<file path="config.mk">
export PLATFORM = sky130hd
export DESIGN_NAME = rgbw_scale_unit
export DESIGN_NICKNAME = d
export VERILOG_FILES = /design/src/sv/rgbw_pkg.sv /design/src/sv/rgbw_scale_unit.sv
export SDC_FILE = /design/constraint.sdc
export NUM_CORES = 1
export LEC_CHECK = 0
export BUFFER_PORTS_ARGS = -buffer_cell sky130_fd_sc_hd__clkbuf_2
export CAP_MARGIN = 20
export CORE_MARGIN = 4
export CORE_UTILIZATION = 47
export CTS_CLUSTER_SIZE = 25
export DETAILED_ROUTE_END_ITERATION = 7
export PLACE_DENSITY = 0.62
export SYNTH_ARGS = -nofsm -noshare
export SYNTH_HDL_FRONTEND = slang
export SYNTH_SLANG_ARGS = --single-unit
</file>
<file path="constraint.sdc">
create_clock -name clk_i -period 14.5 [get_ports clk_i]
set_clock_uncertainty 0.1 [all_clocks]
set_input_delay 2.175 -clock clk_i [delete_from_list [all_inputs] [get_ports clk_i]]
set_output_delay 2.175 -clock clk_i [all_outputs]
set_load 0.03 [all_outputs]
</file>
<file path="src/sv/rgbw_pkg.sv">
// Shared types and constants for the RGBW bit-plane pixel writer.
// No dependencies; imported by rgbw_scale_unit and the top level.
package rgbw_pkg;

  // Slot words per LED: 4 colours of 8 bits
  localparam int unsigned SlotBits = 32;
  // GPIO bit that carries strip row 0
  localparam int unsigned GpioBase = 12;

  // Configuration register indexes
  localparam logic [1:0] REG_FLOOR   = 2'd0;
  localparam logic [1:0] REG_CEILING = 2'd1;
  localparam logic [1:0] REG_BRIGHT  = 2'd2;

  // Item opcodes
  localparam logic OP_WRITE = 1'b0;
  localparam logic OP_READ  = 1'b1;

  // Colour shaping settings, handed to the scale unit as one group
  typedef struct packed {
    logic [7:0] floor_lvl;
    logic [7:0] ceiling_lvl;
    logic [7:0] bright_lvl;
  } shape_cfg_t;

endpackage

</file>
<file path="src/sv/rgbw_scale_unit.sv">
// Shared colour scaler: clamp, multiply by brightness, divide by 255.
// Depends on rgbw_pkg (shape_cfg_t).
module rgbw_scale_unit (
  input  logic               clk_i,
  input  logic               load_i,
  input  logic [7:0]         level_i,
  input  rgbw_pkg::shape_cfg_t cfg_i,
  output logic [7:0]         scaled_o
);
  import rgbw_pkg::*;

  logic [7:0]  ceil_lvl;
  logic [7:0]  clamp_lvl;
  logic [15:0] prod_q;
  logic [15:0] prod_d;
  logic [15:0] recip_sum;

  // Clamp to the ceiling first, then raise to the floor
  always_comb begin
    ceil_lvl  = (level_i > cfg_i.ceiling_lvl) ? cfg_i.ceiling_lvl : level_i;
    clamp_lvl = (ceil_lvl < cfg_i.floor_lvl) ? cfg_i.floor_lvl : ceil_lvl;
    prod_d    = 16'(clamp_lvl) * 16'(cfg_i.bright_lvl);
  end

  // Hold the product for the divide stage
  always_ff @(posedge clk_i) begin
    if (load_i) begin
      prod_q <= prod_d;
    end
  end

  // Exact floor(p / 255) for p up to 255*255: (p + (p >> 8) + 1) >> 8
  assign recip_sum = prod_q + 16'(prod_q[15:8]) + 16'd1;
  assign scaled_o  = recip_sum[15:8];

endmodule

</file>
==> results.sh, run 1 <==
export IMPL_clk_pin_slew_worst_paths_ns=0.06
export IMPL_die_h_um=104
export IMPL_cp_start_kind="input pin"
export IMPL_final_nets=669
export IMPL_h_tree_depth=1
export IMPL_final_hold_viol_count=0
export IMPL_max_freq_ghz=0.0964
export IMPL_swShare_pct=49.5
export IMPL_slew_headroom_pct=33.9
export IMPL_path_buf_inv=4
export IMPL_crit_family="adder cells"
export IMPL_cp_end_kind="register"
export IMPL_yosysSeqAreaShare_pct=11.1
export IMPL_dr_first_iter_drc_count=210
export IMPL_layout_common_cells="76 x inv_1, 63 x o21ai_0, 62 x nand2_1"
export IMPL_layout_commonest_cell="inv_1"
export IMPL_clockPowerShare_pct=3.3
export IMPL_status="finished clean"
export IMPL_p_int_mw=0.497
export IMPL_firstDrtPassIters=5
export IMPL_cts_tree="built"
export IMPL_hold_end="prod_q[5]$_DFFE_PP_"
export IMPL_multi_input_area_um2=3430
export IMPL_synthFlopType="edfxtp_1"
export IMPL_rsz0062_at_grt="no"
export IMPL_cts_buffers=3
export IMPL_tightest_slew_ns=0.984
export IMPL_cts_hold_buf=0
export IMPL_p_total_mw=0.984
export IMPL_register_area_um2=480
export IMPL_final_antenna_net_count=0
export IMPL_cts_setup_buffers=0
export IMPL_power_frac_seq_pct=13.1
export IMPL_avgSynthCellArea_um2=8.39
export IMPL_cts_repair_resized=0
export IMPL_synthDistinctLibCells=48
export IMPL_hp_start="load_i"
export IMPL_io_buffers=41
export IMPL_die_x_um=104
export IMPL_nFillCells=891
export IMPL_dp_hpwl_um=8050
export IMPL_critPathSlowestCell="nor3b_1"
export IMPL_drc=0
export IMPL_vias=3605
export IMPL_arrival_ns=10.26
export IMPL_fin_setup_tns_ns=0
export IMPL_syn2layout_area_growth_pct=6.09
export IMPL_power_density_nw_per_um2=214
export IMPL_grt_usage_pct=18.9
export IMPL_yosys_warnings=0
export IMPL_final_layout_size_suffix_gt1_share_pct=14.1
export IMPL_max_cap_violations=0
export IMPL_antenna_found_initial=0
export IMPL_finalCriticalPeriod_ns=10.37
export IMPL_grt_first_pass_wirelength_um=17200
export IMPL_vias_per_cell=5.56
export IMPL_grt_ovfl_total=0
export IMPL_min_period_over_period_pct=71.5
export IMPL_cts_sinks=16
export IMPL_coreArea_um2=8850
export IMPL_finalSetupViolations=0
export IMPL_p_leak_nw=2.32
export IMPL_drt_total_wl_um=9880
export IMPL_grt_max_degree=57
export IMPL_n_antenna_cell=0
export IMPL_place_gp_congestion=0.830
export IMPL_top_regs="prod_q x16"
export IMPL_synth_nets=644
export IMPL_required_ns=14.39
export IMPL_worst_path_largest_cell_delay_ns=0.72
export IMPL_combPwrFrac_pct=83.6
export IMPL_clockBufferDepth=2
export IMPL_largest_reg_flops=16
export IMPL_initial_utilization_pct=49.0
export IMPL_ir_worst_vdd_v=0.000111
export IMPL_routedWlPerCell_um=15.2
export IMPL_die_area_um2=10800
export IMPL_syn_instance_count=516
export IMPL_hold_depth=1
export IMPL_top_register="prod_q"
export IMPL_ys_ff_latch=16
export IMPL_crit_type="input pin to register"
export IMPL_ioPinCount=42
export IMPL_synth_edff_count=16
export IMPL_cts_root_buf="clkbuf_8"
export IMPL_maxSlewViolCount=0
export IMPL_syn_area_um2=4330
export IMPL_switching_power_mw=0.487
export IMPL_min_path_type="input pin to register"
export IMPL_fp_row_count=34
export IMPL_async_flop_share_pct=0
export IMPL_grt_pass1_vias=3672
export IMPL_cp_max_fo=56
per-stage QoR:
stage	cell area (um^2)	instances	worst slack (ns)	hold WS, ns	utilization, %
detailed placement	4550	644	3.94	2.61	51.4
CTS	4600	648	4.19	2.34	51.9
global route	4600	648	3.54	2.37	51.9
floorplan	4330	516	5.16	2.19	-
global placement	4550	644	4.16	2.59	51.4
finish	4600	648	4.13	2.34	51.9
synthesized netlist by cell type (3+ instances only):
cell type  number  share of area (%)
mux2_1          4                1.0
and3_1          3               0.43
o21a_1          4               0.69
or2_2          10                1.4
clkbuf_1       16                1.4
nor3_1          9                1.0
a211oi_1        4               0.69
nand3_1         6               0.69
a21oi_1        13                1.5
a21o_1          4               0.69
o21ai_0        63                7.3
xnor2_1        16                3.2
edfxtp_1       16                 11
and2_1          7                1.0
ha_1           58                 17
nand4_1         3               0.43
mux2i_1        36                8.3
mux2_2         16                4.2
fa_1           36                 17
nand2_1        62                5.4
inv_1          76                6.6
nor2_1         10               0.87
a21boi_1        7                1.2
buf_6           4                1.0
nor2b_1         3               0.43
logic make-up after synthesis:
family                   after synthesis  synth area share (%)
AO/OA/AOI/OAI                        111                  15.3
XOR/XNOR                              17                  3.44
adder cells (fa/ha/maj)               94                  33.4
buffers and inverters                 99                  9.76
flip-flops                            16                  11.1
multiplexers                          56                  13.5
AND/OR/NAND/NOR                      123                  13.5
per-layer routing:
| metal | GRT usage (%) | part of all wire [%] | wire length [um] | vias up |
|---|---|---|---|---|
| li1 | - | - | - | 1802 |
| met1 | 26.7 | 45 | 4490 | 1692 |
| met2 | 32.5 | 49 | 4810 | 101 |
| met3 | 1.68 | 5.0 | 489 | 10 |
| met4 | 1.61 | 0.87 | 86 | 0 |
| met5 | 0 | 0 | 0 | - |
cell type report:
class | count | area share [%]
multi-input cells | 401 | 74.6
flip-flops and latches | 16 | 10.5
inverters | 76 | 6.21
repair buffers | 43 | 4.79
well taps | 108 | 2.94
clock buffers | 3 | 0.898
clock inverters | 1 | 0.0817
worst max-delay path by stage:
| stage | from | end | slack, ns | cells after the start |
|---|---|---|---|---|
| global placement | cfg_i[13] | prod_q[15]$_DFFE_PP_ | 4.16 | 27 |
| finish | cfg_i[13] | prod_q[15]$_DFFE_PP_ | 4.13 | 27 |
| floorplan | cfg_i[13] | prod_q[15]$_DFFE_PP_ | 5.16 | 28 |
| detailed placement | cfg_i[13] | prod_q[15]$_DFFE_PP_ | 3.94 | 29 |
| global route | cfg_i[13] | prod_q[15]$_DFFE_PP_ | 3.54 | 29 |
| CTS | cfg_i[13] | prod_q[15]$_DFFE_PP_ | 4.19 | 27 |
power groups by stage:
| stage | Sequential [mW] | Combinational, mW | Clock (mW) |
|---|---|---|---|
| final | 0.129 | 0.823 | 0.0326 |
| after global routing | 0.132 | 0.962 | 0.0365 |
| after CTS | 0.129 | 0.839 | 0.0342 |
| after detailed placement | 0.130 | 0.833 | 0 |
| after global placement | 0.129 | 0.812 | 0 |
| after floorplan | 0.122 | 0.677 | 0 |
No activity file was read; power rests on OpenSTA's default activity.
==> inputs of run 2 (changes only) <==
==> constraint.sdc (replaced) <==
create_clock -name clk_i -period 10.1 [get_ports clk_i]
set_clock_uncertainty 0.1 [all_clocks]
set_input_delay 1.515 -clock clk_i [delete_from_list [all_inputs] [get_ports clk_i]]
set_output_delay 1.515 -clock clk_i [all_outputs]
set_load 0.03 [all_outputs]
==> results.sh, run 2 (synthesized netlist as in run 1, its figures left out) <==
export IMPL_finalCriticalPeriod_ns=9.46
export IMPL_fin_setup_tns_ns=0
export IMPL_cts_repair_resized=0
export IMPL_die_x_um=104
export IMPL_dp_hpwl_um=7990
export IMPL_grt_max_degree=30
export IMPL_p_leak_nw=2.38
export IMPL_routedWlPerCell_um=15.0
export IMPL_vias=3682
export IMPL_cts_sinks=16
export IMPL_final_layout_size_suffix_gt1_share_pct=15.9
export IMPL_vias_per_cell=5.58
export IMPL_fp_row_count=34
export IMPL_final_hold_viol_count=0
export IMPL_maxSlewViolCount=0
export IMPL_largest_reg_flops=16
export IMPL_cts_root_buf="clkbuf_8"
export IMPL_grt_usage_pct=19.3
export IMPL_layout_common_cells="76 x inv_1, 63 x o21ai_0, 62 x nand2_1"
export IMPL_antenna_found_initial=0
export IMPL_slew_headroom_pct=28.9
export IMPL_cp_end_kind="register"
export IMPL_ioPinCount=42
export IMPL_grt_ovfl_total=0
export IMPL_dr_first_iter_drc_count=150
export IMPL_firstDrtPassIters=4
export IMPL_die_area_um2=10800
export IMPL_cts_tree="built"
export IMPL_drc=0
export IMPL_arrival_ns=9.35
export IMPL_crit_family="adder cells"
export IMPL_grt_pass1_vias=3807
export IMPL_power_density_nw_per_um2=302
export IMPL_top_regs="prod_q x16"
export IMPL_io_buffers=41
export IMPL_finalSetupViolations=0
export IMPL_dp_slack_ns=0.427
export IMPL_cts_buffers=3
export IMPL_clk_pin_slew_worst_paths_ns=0.06
export IMPL_required_ns=9.99
export IMPL_cts_setup_buffers=0
export IMPL_worst_path_largest_cell_delay_ns=0.87
export IMPL_max_cap_violations=0
export IMPL_finalWorstSetupSlack_ns=0.636
export IMPL_max_freq_ghz=0.106
export IMPL_status="finished clean"
export IMPL_die_h_um=104
export IMPL_path_buf_inv=3
export IMPL_n_antenna_cell=0
export IMPL_rsz0062_at_grt="no"
export IMPL_holdWs_ns=1.68
export IMPL_grt_first_pass_wirelength_um=17800
export IMPL_cp_max_fo=29
export IMPL_final_nets=681
export IMPL_tightest_slew_ns=1.06
export IMPL_place_gp_congestion=0.876
export IMPL_cp_start_kind="input pin"
export IMPL_final_antenna_net_count=0
export IMPL_cts_hold_buf=0
export IMPL_min_period_over_period_pct=93.7
export IMPL_coreArea_um2=8850
export IMPL_drt_total_wl_um=9930
export IMPL_crit_type="input pin to register"
export IMPL_layout_commonest_cell="inv_1"
export IMPL_syn2layout_area_growth_pct=8.17
export IMPL_ir_worst_vdd_v=0.000194
export IMPL_initial_utilization_pct=49.0
export IMPL_min_path_type="input pin to register"
export IMPL_critPathSlowestCell="nor3_1"
export IMPL_h_tree_depth=1
export IMPL_clockBufferDepth=2
export IMPL_top_register="prod_q"
-- run 2: per-layer routing --
metal  up-vias  GRT usage (%)  routed length [um]
li1       1832              -                   -
met1      1754           26.6                4630
met2        87           33.6                4810
met3         9           1.80                 415
met4         0           2.56                  74
met5         -              0                   0
-- run 2: cell type report --
class                   count  area, um^2
clock inverters             1        3.75
clock buffers               3        41.3
well taps                 108         135
repair buffers             55         310
multi-input cells         401        3430
fillers                   863        4160
flip-flops and latches     16         480
inverters                  76         285
-- run 2: worst paths after layout --
path | from | to | slack (ns) | cells past startpoint
hold / removal | load_i | prod_q[5]$_DFFE_PP_ | 1.68 | 1
setup / recovery | cfg_i[14] | prod_q[15]$_DFFE_PP_ | 0.64 | 27
-- run 2: report_power, final --
| part | total (mW) | switching (mW) | leakage (nW) | internal [mW] |
|---|---|---|---|---|
| Sequential | 0.185 | 0.0265 | 0.156 | 0.158 |
| Clock | 0.0479 | 0.0209 | 0.0231 | 0.0269 |
| Combinational | 1.18 | 0.649 | 2.21 | 0.534 |
-- run 2: stage by stage --
| step | std cells | util [%] | area [um^2] | total power [mW] |
|---|---|---|---|---|
| final | 660 | 53.0 | 4690 | 1.42 |
| after floorplan | 516 | - | 4330 | 1.15 |
| after global routing | 660 | 53.0 | 4690 | 1.62 |
| after CTS | 660 | 53.0 | 4690 | 1.44 |
| after detailed placement | 656 | 52.4 | 4640 | 1.38 |
| after global placement | 656 | 52.4 | 4640 | 1.37 |
==> inputs of run 3 (changes only) <==
--- a/config.mk
+++ b/config.mk
@@ -12,6 +12,7 @@
 export CTS_CLUSTER_SIZE = 25
 export DETAILED_ROUTE_END_ITERATION = 7
 export PLACE_DENSITY = 0.62
+export REMOVE_ABC_BUFFERS = 1
 export SYNTH_ARGS = -nofsm -noshare
 export SYNTH_HDL_FRONTEND = slang
 export SYNTH_SLANG_ARGS = --single-unit
==> results.sh, run 3 (synthesized netlist as in run 1, its figures left out) <==
export IMPL_cts_sinks=16
export IMPL_dp_hpwl_um=8160
export IMPL_top_regs="prod_q x16"
export IMPL_worst_path_largest_cell_delay_ns=0.71
export IMPL_layout_common_cells="76 x inv_1, 63 x o21ai_0, 62 x nand2_1"
export IMPL_finish_utilization_pct=52.8
export IMPL_path_buf_inv=5
export IMPL_die_x_um=104
export IMPL_vias=3687
export IMPL_grt_pass1_vias=3894
export IMPL_stdcell_area_um2=4670
export IMPL_max_freq_ghz=0.108
export IMPL_rsz0062_at_grt="no"
export IMPL_layout_commonest_cell="inv_1"
export IMPL_largest_reg_flops=16
export IMPL_ir_worst_vdd_v=0.000168
export IMPL_slew_headroom_pct=42.8
export IMPL_tightest_slew_ns=0.852
export IMPL_place_gp_congestion=0.866
export IMPL_final_hold_viol_count=0
export IMPL_initial_utilization_pct=49.0
export IMPL_min_period_over_period_pct=91.6
export IMPL_cp_common_cell="fa_1"
export IMPL_clockBufferDepth=2
export IMPL_antenna_found_initial=0
export IMPL_crit_family="adder cells"
export IMPL_grt_max_degree=24
export IMPL_power_density_nw_per_um2=304
export IMPL_finalSetupViolations=0
export IMPL_top_register="prod_q"
export IMPL_fp_row_count=34
export IMPL_fin_cells=658
export IMPL_use_met2_pct=35.0
export IMPL_die_area_um2=10800
export IMPL_cp_start_kind="input pin"
export IMPL_cp_end_kind="register"
export IMPL_finalCriticalPeriod_ns=9.25
export IMPL_crit_type="input pin to register"
export IMPL_io_buffers=41
export IMPL_top_usage_layer="met2"
export IMPL_max_cap_violations=0
export IMPL_grt_first_pass_wirelength_um=17900
export IMPL_status="finished clean"
export IMPL_cts_hold_buf=0
export IMPL_fin_setup_tns_ns=0
export IMPL_dr_first_iter_drc_count=217
export IMPL_cts_repair_resized=0
export IMPL_holdWs_ns=1.67
export IMPL_p_leak_nw=2.37
export IMPL_final_nets=679
export IMPL_routedWlPerCell_um=15.0
export IMPL_clk_pin_slew_worst_paths_ns=0.06
export IMPL_use_met3_pct=1.37
export IMPL_die_h_um=104
export IMPL_final_antenna_net_count=0
export IMPL_h_tree_depth=1
export IMPL_min_path_type="input pin to register"
export IMPL_required_ns=9.99
export IMPL_cp_max_fo=23
export IMPL_n_antenna_cell=0
export IMPL_grt_ovfl_total=0
export IMPL_dp_slack_ns=0.589
export IMPL_syn2layout_area_growth_pct=7.83
export IMPL_cts_tree="built"
export IMPL_vias_per_cell=5.60
export IMPL_grt_usage_pct=19.5
export IMPL_ioPinCount=42
export IMPL_dp_cells=654
export IMPL_p_total_mw=1.42
export IMPL_maxSlewViolCount=0
export IMPL_firstDrtPassIters=5
export IMPL_cts_setup_buffers=0
export IMPL_cts_root_buf="clkbuf_8"
export IMPL_final_layout_size_suffix_gt1_share_pct=15.6
export IMPL_cts_buffers=3
export IMPL_coreArea_um2=8850
export IMPL_met1_usage_pct=26.5
export IMPL_post_dp_cell_area_um2=4630
export IMPL_critPathSlowestCell="nor3_1"
export IMPL_drc=0
export IMPL_drt_total_wl_um=9860
export IMPL_finalWorstSetupSlack_ns=0.846
export IMPL_arrival_ns=9.14
==> run 3: final timing paths <==
check | depth (start not counted) | start | slack, ns | end
max | 27 | cfg_i[14] | 0.85 | prod_q[15]$_DFFE_PP_
min | 1 | load_i | 1.67 | prod_q[4]$_DFFE_PP_
==> run 3: report_power, final <==
part / switching, mW / internal (mW) / total (mW)
registers: 0.0265 / 0.158 / 0.185
clock network: 0.0198 / 0.0269 / 0.0467
logic: 0.655 / 0.535 / 1.19
==> run 3: area by class of cell <==
class | count | area, um^2
clock buffer | 3 | 41.3
clock inverter | 1 | 3.75
fill | 859 | 4180
inverter | 76 | 285
multi-input combinational | 401 | 3430
sequential | 16 | 480
tap | 108 | 135
timing repair buffer | 53 | 295
==> run 3: per-layer routing <==
| layer | wire length, um | vias to the layer above | part of all wire [%] |
|---|---|---|---|
| met5 | 0 | - | 0 |
| met4 | 77 | 0 | 0.78 |
| met3 | 399 | 7 | 4.0 |
| met2 | 4910 | 77 | 50 |
| met1 | 4470 | 1780 | 45 |
| li1 | - | 1823 | - |
